File: src/pmpc_pkg.sv
// Shared types and constants for the skyline point counter.
package pmpc_pkg;

    // Width of the rank fields on the input ports.
    localparam int IN_RANK_W = 16;

    // Width and ceiling of the reported count.
    localparam int COUNT_W = 9;
    localparam logic [COUNT_W-1:0] COUNT_MAX = 9'd511;

    // Control flags that travel with a word down the cell chain.
    typedef struct packed {
        logic vld;
        logic last;
        logic beaten;
        logic found;
    } pmpc_tok_t;

endpackage

File: src/pmpc_cell.sv
// One staircase cell: holds a kept point and checks the passing word against it.
module pmpc_cell
    import pmpc_pkg::*;
#(
    parameter int RW  = 16,
    parameter int IW  = 8,
    parameter int CW  = 9,
    parameter int IDX = 0
)
(
    input  logic          clk,
    input  logic          rst_n,
    input  pmpc_tok_t     tok_in,
    input  logic [RW-1:0] a_in,
    input  logic [RW-1:0] b_in,
    input  logic [IW-1:0] idx_in,
    input  logic [CW-1:0] count_in,
    output pmpc_tok_t     tok_out,
    output logic [RW-1:0] a_out,
    output logic [RW-1:0] b_out,
    output logic [IW-1:0] idx_out,
    output logic [CW-1:0] count_out,
    input  logic          clr,
    input  logic          wr_en,
    input  logic [IW-1:0] wr_idx,
    input  logic [RW-1:0] wr_a,
    input  logic [RW-1:0] wr_b
);

    logic          valid_reg;
    logic          valid_next;
    logic [RW-1:0] first_reg;
    logic [RW-1:0] second_reg;

    pmpc_tok_t     tok_reg;
    pmpc_tok_t     tok_next;
    logic [RW-1:0] a_reg;
    logic [RW-1:0] b_reg;
    logic [IW-1:0] idx_reg;
    logic [IW-1:0] idx_next;
    logic [CW-1:0] count_reg;
    logic [CW-1:0] count_next;

    logic          dom_by_cell;
    logic          kill;
    logic          keep;
    logic          wr_hit;

    // A kept point equal to the word beats it rather than being removed by it.
    // Kept points form an antichain, so a word that removes a cell can never be
    // beaten further down the chain, and the removal is safe at once.
    assign dom_by_cell = valid_reg && (first_reg <= a_in) && (second_reg <= b_in);
    assign kill        = valid_reg && (a_in <= first_reg) && (b_in <= second_reg)
                         && !dom_by_cell;
    assign keep        = valid_reg && !kill;
    assign wr_hit      = wr_en && (wr_idx == IW'(IDX));

    always_comb
    begin
        tok_next        = tok_in;
        tok_next.beaten = tok_in.beaten | dom_by_cell;
        tok_next.found  = tok_in.found | !keep;
        idx_next        = tok_in.found ? idx_in : IW'(IDX);
        count_next      = count_in + CW'(keep);
    end

    always_comb
    begin
        valid_next = valid_reg;
        if (clr)
        begin
            valid_next = 1'b0;
        end
        else if (wr_hit)
        begin
            valid_next = 1'b1;
        end
        else if (tok_in.vld)
        begin
            valid_next = keep;
        end
    end

    always_ff @(posedge clk or negedge rst_n)
    begin
        if (!rst_n)
        begin
            valid_reg <= 1'b0;
            tok_reg   <= '0;
        end
        else
        begin
            valid_reg <= valid_next;
            tok_reg   <= tok_next;
        end
    end

    always_ff @(posedge clk)
    begin
        if (wr_hit)
        begin
            first_reg  <= wr_a;
            second_reg <= wr_b;
        end
        a_reg     <= a_in;
        b_reg     <= b_in;
        idx_reg   <= idx_next;
        count_reg <= count_next;
    end

    assign tok_out   = tok_reg;
    assign a_out     = a_reg;
    assign b_out     = b_reg;
    assign idx_out   = idx_reg;
    assign count_out = count_reg;

endmodule

File: config.mk
export PLATFORM = sky130hd
export DESIGN_NAME = pmpc_cell
export DESIGN_NICKNAME = d
export VERILOG_FILES = /design/src/pmpc_pkg.sv /design/src/pmpc_cell.sv
export SDC_FILE = /design/constraint.sdc
export NUM_CORES = 1
export LEC_CHECK = 0
export ABC_AREA = 0
export BUFFER_PORTS_ARGS = -buffer_cell sky130_fd_sc_hd__buf_2
export CELL_PAD_IN_SITES_DETAIL_PLACEMENT = 1
export CELL_PAD_IN_SITES_GLOBAL_PLACEMENT = 1
export CORE_ASPECT_RATIO = 1.75
export CORE_MARGIN = 1
export CORE_UTILIZATION = 31
export CTS_CLUSTER_SIZE = 20
export DETAILED_ROUTE_END_ITERATION = 7
export GPL_TIMING_DRIVEN = 0
export HOLD_SLACK_MARGIN = 0.03
export PLACE_DENSITY_LB_ADDON = 0.25
export SYNTH_ARGS = -nofsm -noshare
export SYNTH_HDL_FRONTEND = slang
export SYNTH_SLANG_ARGS = --single-unit
File: constraint.sdc
create_clock -name clk -period 2.6 [get_ports clk]
set_input_delay 0.13 -clock clk [delete_from_list [all_inputs] [get_ports clk]]
set_output_delay 0.13 -clock clk [all_outputs]
set_load 0.01 [all_outputs]
==> out/metrics.cfg, run 1 <==
[setup_path]
start_kind=flop
crit_type=reg -> reg
cp.required_ns=2.82
cp_slowest_stage_delay_ns=0.54
worstPathArrival_ns=2.92
slowest_stage=or4_4
crit_path_cell_trace=inv_2 -> ha_4 -> nand4_1 -> or4_4 -> a31oi_4 -> or4_4 -> a22oi_2 -> nor2b_2 -> ha_2 -> ha_4 -> nand4_1 -> xnor2_1
crit_path_end_kind=flop
cp_max_fo=4

[clocking]
ctsRootBufferMaster=clkbuf_16
cts_tree=built
cts.path.max_buffers=2
clock_latency_ns=0.33
cts.sinks=86
htree_levels=3
cts_buffers=9
clk_pin_slew_worst_paths_ns=0.06

[routing]
drc=0
first_pass_iters=4
avgRoutedWirePerCell_um=15.1
viasPerCell=4.40
routed_wirelength_um=9290
ant_nets=0
dr_total_vias=2712
drtIter0Drc=55

[timing]
setup_viol=3
hold_viol=0
worst_pin_slew_ns=0.687
setup_tns_ns=-0.220
maxSlewViolCount=0
post-route-min-period_ns=2.70
fin_ws_ns=-0.103
finClkSkew_ns=0.00559
relSlewSlack_pct=53.8
rsz0062_at_grt=true
min_period_over_period_pct=104
fmax_ghz=0.370
hold-worst-slack_ns=0.104

[die]
rows=48
die_w_um=78.0
io-pin-count=150
fp.dieArea_um2=10500
start_util_pct=31.8
die_y_um=135
core-area_um2=9850

[logic_synthesis]
avgSynthCellArea_um2=13.2
async_flop_share_pct=5.81
synth_edf_count=32
synth_warnings=0
synth_seq_area_share_pct=66.0
ys_ff_latch=86
yosysTopAreaCellShare_pct=31.3
syn_nets=368
synthTopCellsByArea=dfxtp_1, edfxtp_1, ha_1, inv_1, dfrtp_1
yosysTopAreaCell=dfxtp_1
ys_dominant_reg_cell=dfxtp_1
syn-cell-area_um2=3130
netlist_instances=237
synthDistinctLibCells=35

[placement]
postPlaceCellArea_um2=4080
place_worst_setup_slack_ns=-0.434
place_hpwl_um=5870
io_buffers=149
globalplace.congestion=0.668

[power]
power_density_nw_per_um2=569
ir_drop_mv=0.348
finalPower_w=0.00304
p_leak_nw=2.48

[grt]
grt_pass1_wl_um=13800
grt_pass1_vias=3029
grt_max_degree=16
grt_overflow=0
track_usage_pct=17.9
antenna_found_initial=0

[status]
violations=negative setup slack
status=finished with violations

[layout]
num_antenna_cells=0
fin_nets=617
design_area_um2=5350
drive_gt1_share_pct=38.9
areaGrowthSynthToFinish_pct=70.9

[flow_run]
max_cap_viol_count=0

[min_path]
hold_path_class=in -> reg

cells by family (layout without fill, tap and decap cells):
group	Yosys count	after routing	share of synthesized area (%)
flops	86	86	66.0
buf+inv	34	288	4.08
xor+xnor	7	7	1.96
fa+ha+maj	34	34	13.6
compound gates	25	25	5.11
simple gates	51	51	9.27
metrics by stage:
stage          util (%)  std cells
2_1_floorplan         -        237
4_1_cts            54.0        616
3_5_place_dp       41.4        513
5_1_grt            54.3        616
6_report           54.3        616
3_3_place_gp       41.1        511
critical path: cells and delay by family, from the launching register on:
kind | cells | cell delay (ns)
and+or+nand+nor | 5 | 1.10
adders and majority gates | 3 | 0.64
DFF | 1 | 0.34
AOI/OAI and AO/OA | 2 | 0.26
xor gates and xnor gates | 1 | 0.16
buffers and inverters | 1 | 0.06
cell type report:
class | count | area [um^2]
multi-input combinational | 117 | 1070
tap | 125 | 156
clock inverter | 4 | 26.3
timing repair buffer | 238 | 1640
clock buffer | 12 | 268
sequential | 86 | 2070
fill | 1087 | 4500
inverter | 34 | 128
metal layers:
metal	part of all wire [%]	global-route usage [%]
met1	32	15.1
met4	1.4	7.51
met2	63	37.7
met5	0	0
met3	4.0	4.32
cell usage in the layout, fill, tap and decap left out, types with 2 or more instances in the layout:
cell and instances:
edfxtp_1 32, clkbuf_16 10, ha_1 28, ha_4 5, nand3_1 4, o21ai_0 2, dfrtp_1 5, nand3_2 3
dlygate4sd3_1 85, or4_4 2, inv_4 2, buf_2 149, dfxtp_1 49, and2_1 9, nor2_1 4, xnor2_1 5
nand2_1 11, nand4_1 7, a21oi_2 2, inv_2 3, a21oi_1 10, inv_1 31, buf_4 2
worst paths after layout:
check                               from      endpoint  slack, ns  cells past startpoint
setup / recovery           second_reg[9]  count_out[8]      -0.10                     12
hold / removal                 tok_in[0]    tok_out[0]       0.10                      2
setup reg to reg           second_reg[9]  count_out[8]      -0.10                     12
hold reg to reg                valid_reg    tok_out[1]       0.56                      1
max in group asynchronous          rst_n     valid_reg       2.30                      2
min in group asynchronous          rst_n    tok_out[3]       0.17                      2
cell usage after synthesis, types with 2 or more instances:
| library cell | count |
|---|---|
| nor2b_1 | 2 |
| edfxtp_1 | 32 |
| ha_1 | 34 |
| o21ai_0 | 3 |
| xnor2_1 | 6 |
| dfxtp_1 | 49 |
| inv_1 | 34 |
| dfrtp_1 | 5 |
| nor2_1 | 4 |
| nand2_1 | 11 |
| and2_1 | 9 |
| nand4_1 | 7 |
| nor4_1 | 2 |
| a21oi_1 | 12 |
| nand3_1 | 7 |
report_power, final:
part | switching (W) | internal [W] | total [W]
clock | 0.000516 | 0.000733 | 0.00125
combinational | 0.000140 | 0.000203 | 0.000343
sequential | 0.0000110 | 0.00144 | 0.00145
repair_timing:
item                       4_1_cts  5_1_grt
resized for setup               15        6
hold endpoints to repair        89        0
pin swaps                        5        0
hold buffers                    85        0
setup endpoints to repair        8        8
buffers inserted                 2        0
Power figures use the tool's default switching activity.
==> run 2: changes to the inputs <==
--- a/config.mk
+++ b/config.mk
@@ -11,7 +11,8 @@
 export CELL_PAD_IN_SITES_GLOBAL_PLACEMENT = 1
 export CORE_ASPECT_RATIO = 1.75
 export CORE_MARGIN = 1
-export CORE_UTILIZATION = 31
+export CORE_UTILIZATION = 33
+export CTS_BUF_LIST = sky130_fd_sc_hd__clkbuf_4
 export CTS_CLUSTER_SIZE = 20
 export DETAILED_ROUTE_END_ITERATION = 7
 export GPL_TIMING_DRIVEN = 0
==> out/metrics.cfg, run 2 (same netlist as run 1, synthesis figures left out) <==
[status]
status=finished with violations
violations=negative hold slack, negative setup slack

[layout]
drive_gt1_share_pct=38.9  ; about the same
layout_common_cells=buf_2, dlygate4sd3_1, dfxtp_1, edfxtp_1, inv_1
n_fill_cell=992  ; -8.7%
fin_nets=630  ; +2.1%
final_common_cell=buf_2
areaGrowthSynthToFinish_pct=73.0
design_area_um2=5420  ; +1.2%

[power]
p_int_w=0.00216  ; -8.9%
p_seq_share_pct=52.4  ; +4.7 points
power_density_nw_per_um2=511  ; -10%
p_clk_share_pct=34.4  ; -6.6 points
power_switching_w=0.000606  ; -9.2%
swShare_pct=21.9  ; -0.049 points
combinationalPowerShare_pct=13.2  ; +1.9 points
finalPower_w=0.00277  ; -9.0%
ir_drop_mv=0.360  ; +3.6%
p_leak_nw=2.50  ; +0.72%

[timing]
fmax_ghz=0.384  ; +3.9%
rsz0062_at_grt=true
hold_viol=1  ; +1
finClkSkew_ns=0.0120  ; +0.00639 ns
relSlewSlack_pct=44.1  ; -9.7 points
fin_ws_ns=-0.00287  ; +0.100 ns
worst_pin_slew_ns=0.833  ; +0.145 ns
min_period_over_period_pct=100  ; -3.9 points
setup_viol=1  ; -2
maxSlewViolCount=0  ; unchanged
post-route-min-period_ns=2.60  ; -0.100 ns
hold-worst-slack_ns=-0.0199  ; -0.124 ns

[setup_path]
worst_r2r_path_depth=12  ; unchanged
cp_max_fo=4  ; unchanged
start_kind=flop
crit_type=reg -> reg
r2r_setup_slack_ns=-0.003  ; +0.10 ns
worstPathArrival_ns=2.95  ; +0.03 ns
cp.required_ns=2.95  ; +0.13 ns
crit_path_end_kind=flop

[placement]
io_buffers=149  ; unchanged
postPlaceCellArea_um2=4070  ; -0.25%
place_worst_setup_slack_ns=-0.329  ; +0.105 ns
place_hpwl_um=5880  ; +0.27%
globalplace.congestion=0.678  ; +1.4%

[routing]
viasPerCell=4.45  ; +1.1%
routed_wirelength_um=9560  ; +2.9%
drtIter0Drc=70  ; +27%
avgRoutedWirePerCell_um=15.3  ; +1.3%
drc=0  ; unchanged
dr_total_vias=2785  ; +2.7%
ant_nets=0  ; unchanged
first_pass_iters=4  ; unchanged

[die]
rows=46  ; -4.2%
io-pin-count=150  ; unchanged
core-area_um2=9150  ; -7.1%
die_y_um=131  ; -3.0%
start_util_pct=34.2  ; +2.4 points
die_w_um=75.6  ; -3.0%
fp.dieArea_um2=9900  ; -5.9%

[grt]
globalRouteMet1Util_pct=17.8  ; +2.7 points
gr-usage-met2_pct=40.5  ; +2.9 points
track_usage_pct=20.3  ; +2.4 points
use_met3_pct=3.53  ; -0.80 points
grt_pass1_wl_um=14200  ; +2.7%
antenna_found_initial=2  ; +2
grt_max_degree=16  ; unchanged
grt_pass1_vias=3104  ; +2.5%
grt_overflow=0  ; unchanged
grt-busiest-layer=met2

[min_path]
worstHoldPathCells=3  ; +1
hold_path_class=in -> reg

[flow_run]
max_cap_viol_count=0  ; unchanged

[clocking]
clock_latency_ns=0.45  ; +0.12 ns
cts_tree=built
cts.sinks=86  ; unchanged
clk_pin_slew_worst_paths_ns=0.13  ; +0.07 ns
cts_buffers=9  ; unchanged
htree_levels=3  ; unchanged
ctsRootBufferMaster=clkbuf_4
cts.path.max_buffers=2  ; unchanged

-- run 2: cell count changes in the layout (fill, tap and decap cells not counted), moves of 3 or more --
cell | before | now
ha_1 | 28 | 25
bufinv_16 | 0 | 3
ha_4 | 5 | 8
clkbuf_16 | 10 | 0
clkbuf_4 | 0 | 11
dlygate4sd3_1 | 85 | 96
-- run 2: what timing repair did --
action | in CTS | in global routing
endpoints found under the setup margin | 8 | 8
hold buffers | 95 | 1
pin swaps | 5 | 9
setup buffers | 3 | 1
endpoints found under the hold margin | 91 | 4
cloned | 0 | 0
resized for setup | 18 | 8
-- run 2: final timing paths --
kind,from,endpoint
setup / recovery,second_reg[10],count_out[8]
hold reg to reg,valid_reg,tok_out[1]
setup reg to reg,second_reg[10],count_out[8]
hold / removal,count_in[1],count_out[5]
max in group asynchronous,rst_n,tok_out[1]
min in group asynchronous,rst_n,valid_reg
-- run 2: stage by stage --
step | setup TNS, ns | std cells | utilization (%) | hold slack, ns
2_1_floorplan | 0 | 237 | - | -0.166
3_3_place_gp | -4.61 | 506 | 44.2 | -0.0428
3_5_place_dp | -1.33 | 508 | 44.4 | -0.0416
4_1_cts | -0.0586 | 622 | 58.4 | -0.0271
5_1_grt | -0.828 | 626 | 59.2 | -0.0200
6_report | -0.00287 | 626 | 59.2 | -0.0199
-- run 2: final cells by class --
type | count | area [um^2] | area share [%]
sequential | 86 | 2070 | 38.2
timing repair buffer | 251 | 1760 | 32.5
multi-input combinational | 117 | 1120 | 20.7
tap | 120 | 150 | 2.77
inverter | 34 | 128 | 2.36
clock inverter | 5 | 98.8 | 1.82
clock buffer | 11 | 82.6 | 1.52
antenna | 2 | 5.00 | 0.0924
-- run 2: layer usage --
| layer | wire, um | vias up |
|---|---|---|
| li1 | - | 1355 |
| met1 | 3120 | 1326 |
| met2 | 5830 | 86 |
| met3 | 341 | 18 |
| met4 | 278 | 0 |
| met5 | 0 | - |
-- run 2: power groups by stage --
stage          Clock [W]  Combinational (W)  Sequential, W
6_report        0.000953           0.000366        0.00145
5_1_grt          0.00103           0.000402        0.00146
4_1_cts         0.000972           0.000353        0.00145
3_5_place_dp           0           0.000225        0.00148
3_3_place_gp           0           0.000217        0.00148
2_1_floorplan          0          0.0000549        0.00150
-- run 2: critical path: stages (launching register included) --
cell and delay, ns:
edfxtp_1 0.39, inv_2 0.06, ha_4 0.25, nand4_1 0.15, or4_4 0.47, a31oi_4 0.16
or4_4 0.16, a22oi_2 0.08, nor2b_1 0.12, ha_2 0.23, ha_4 0.17, nand4_1 0.11
xnor2_1 0.15
==> run 3: changes to the inputs <==
--- a/config.mk
+++ b/config.mk
@@ -11,7 +11,7 @@
 export CELL_PAD_IN_SITES_GLOBAL_PLACEMENT = 1
 export CORE_ASPECT_RATIO = 1.75
 export CORE_MARGIN = 1
-export CORE_UTILIZATION = 33
+export CORE_UTILIZATION = 36
 export CTS_BUF_LIST = sky130_fd_sc_hd__clkbuf_4
 export CTS_CLUSTER_SIZE = 20
 export DETAILED_ROUTE_END_ITERATION = 7
==> constraint.sdc (replaced) <==
create_clock -name clk -period 2.72 [get_ports clk]
set_input_delay 0.136 -clock clk [delete_from_list [all_inputs] [get_ports clk]]
set_output_delay 0.136 -clock clk [all_outputs]
set_load 0.01 [all_outputs]
==> out/metrics.cfg, run 3 (same netlist as run 1, synthesis figures left out) <==
[grt]
use_met3_pct=5.08  ; +1.5 points
grt_max_degree=16  ; unchanged
grt_pass1_vias=3292  ; +6.1%
antenna_found_initial=0  ; -2
track_usage_pct=23.8  ; +3.5 points
globalRouteMet1Util_pct=19.6  ; +1.8 points
grt_pass1_wl_um=15700  ; +10%
grt-busiest-layer=met2
grt_overflow=0  ; unchanged
gr-usage-met2_pct=47.4  ; +6.9 points

[timing]
post-route-min-period_ns=2.73  ; +0.128 ns
min_period_over_period_pct=100  ; +0.29 points
fin_ws_ns=-0.0109  ; -0.00802 ns
hold-worst-slack_ns=0.182  ; +0.202 ns
hold_viol=0  ; -1
fmax_ghz=0.366  ; -4.7%
finClkSkew_ns=0.0162  ; +0.00422 ns
relSlewSlack_pct=74.6  ; +30 points
worst_pin_slew_ns=0.382  ; -0.451 ns
maxSlewViolCount=0  ; unchanged
setup_viol=1  ; unchanged
rsz0062_at_grt=true

[clocking]
ctsRootBufferMaster=clkbuf_4
clock_latency_ns=0.43  ; -0.02 ns
cts.path.max_buffers=2  ; unchanged
cts.sinks=86  ; unchanged
cts_tree=built
cts_buffers=9  ; unchanged
htree_levels=3  ; unchanged
clk_pin_slew_worst_paths_ns=0.14  ; about the same

[status]
violations=negative setup slack
status=finished with violations

[power]
p_leak_nw=2.48  ; -0.89%
power_density_nw_per_um2=449  ; -12%
finalPower_w=0.00238  ; -14%
ir_drop_mv=0.292  ; -19%

[layout]
drive_gt1_share_pct=37.2  ; -1.7 points
num_antenna_cells=0  ; -2
n_fill_cell=938  ; -5.4%
layout_common_cells=buf_2, dlygate4sd3_1, dfxtp_1, inv_1, edfxtp_1
stdcell_count=621  ; -0.80%
fin_nets=632  ; +0.32%
final_util_pct=63.2  ; +4.0 points
final_common_cell=buf_2
areaGrowthSynthToFinish_pct=68.9

[die]
die_w_um=72.5  ; -4.1%
die_y_um=125  ; -4.2%
fp.dieArea_um2=9090  ; -8.2%
start_util_pct=37.4  ; +3.2 points
io-pin-count=150  ; unchanged
rows=44  ; -4.3%
core-area_um2=8370  ; -8.6%

[routing]
first_pass_iters=6  ; +2
dr_total_vias=2844  ; +2.1%
viasPerCell=4.58  ; +2.9%
ant_nets=0  ; unchanged
routed_wirelength_um=10400  ; +8.5%
avgRoutedWirePerCell_um=16.7  ; +9.3%
drtIter0Drc=79  ; +13%
drc=0  ; unchanged

[min_path]
hold_path_class=in -> reg

[placement]
io_buffers=149  ; unchanged
globalplace.congestion=0.737  ; +8.8%
place_hpwl_um=5720  ; -2.8%
dpl.cell_count=503  ; -0.98%

[setup_path]
cp.required_ns=3.08  ; +0.13 ns
crit_type=reg -> reg
worstPathArrival_ns=3.09  ; +0.14 ns
start_kind=flop
crit_path_end_kind=flop
cp_max_fo=3  ; -1
r2r_setup_slack_ns=-0.01  ; about the same

[flow_run]
max_cap_viol_count=0  ; unchanged

-- run 3: timing repair --
action	CTS	global route
setup endpoints to repair	4	7
buffers inserted	1	3
resized for setup	6	12
hold endpoints to repair	95	0
gates cloned	0	0
hold buffers	98	0
pin swaps	2	12
-- run 3: metal layers --
layer,share of wire (%),vias up
met4,4.4,0
met1,31,1345
met2,60,105
li1,-,1361
met5,0,-
met3,4.4,33
-- run 3: area by class of cell --
class,count,area (um^2),area share [%]
tap,115,144,2.72
inverter,34,128,2.41
clock inverter,5,25.0,0.473
timing repair buffer,253,1780,33.7
sequential,86,2070,39.1
clock buffer,11,82.6,1.56
multi-input combinational,117,1060,20.1
-- run 3: worst paths after layout --
kind                       depth (start not counted)      startpoint            to
hold / removal                                     5       wr_idx[1]     valid_reg
min in group asynchronous                          3           rst_n    tok_out[0]
setup / recovery                                  12  second_reg[11]  count_out[7]
hold reg to reg                                    1       valid_reg    tok_out[1]
setup reg to reg                                  12  second_reg[11]  count_out[7]
max in group asynchronous                          3           rst_n    tok_out[1]
-- run 3: where the power goes --
part / internal [W] / switching, W / total [W]
logic: 0.000208 / 0.000143 / 0.000351
registers: 0.00138 / 0.0000117 / 0.00139
clock network: 0.000203 / 0.000436 / 0.000639
-- run 3: stage by stage --
| stage | instance area (um^2) | setup WS, ns | setup TNS [ns] |
|---|---|---|---|
| 2_1_floorplan | 3150 | 0.193 | 0 |
| 3_3_place_gp | 4040 | -0.152 | -0.431 |
| 3_5_place_dp | 4060 | -0.186 | -0.575 |
| 4_1_cts | 5190 | 0.0204 | 0 |
| 5_1_grt | 5290 | -0.126 | -0.396 |
| 6_report | 5290 | -0.0109 | -0.0109 |
-- run 3: critical path, cell delays in order (launching register included) --
cell	delay, ns
edfxtp_1	0.36
inv_1	0.07
ha_4	0.28
nand4_1	0.12
or4_4	0.59
a31oi_4	0.16
or4_4	0.16
a22oi_2	0.09
nor2b_2	0.17
ha_4	0.18
buf_6	0.11
nand4_1	0.12
xnor2_1	0.24
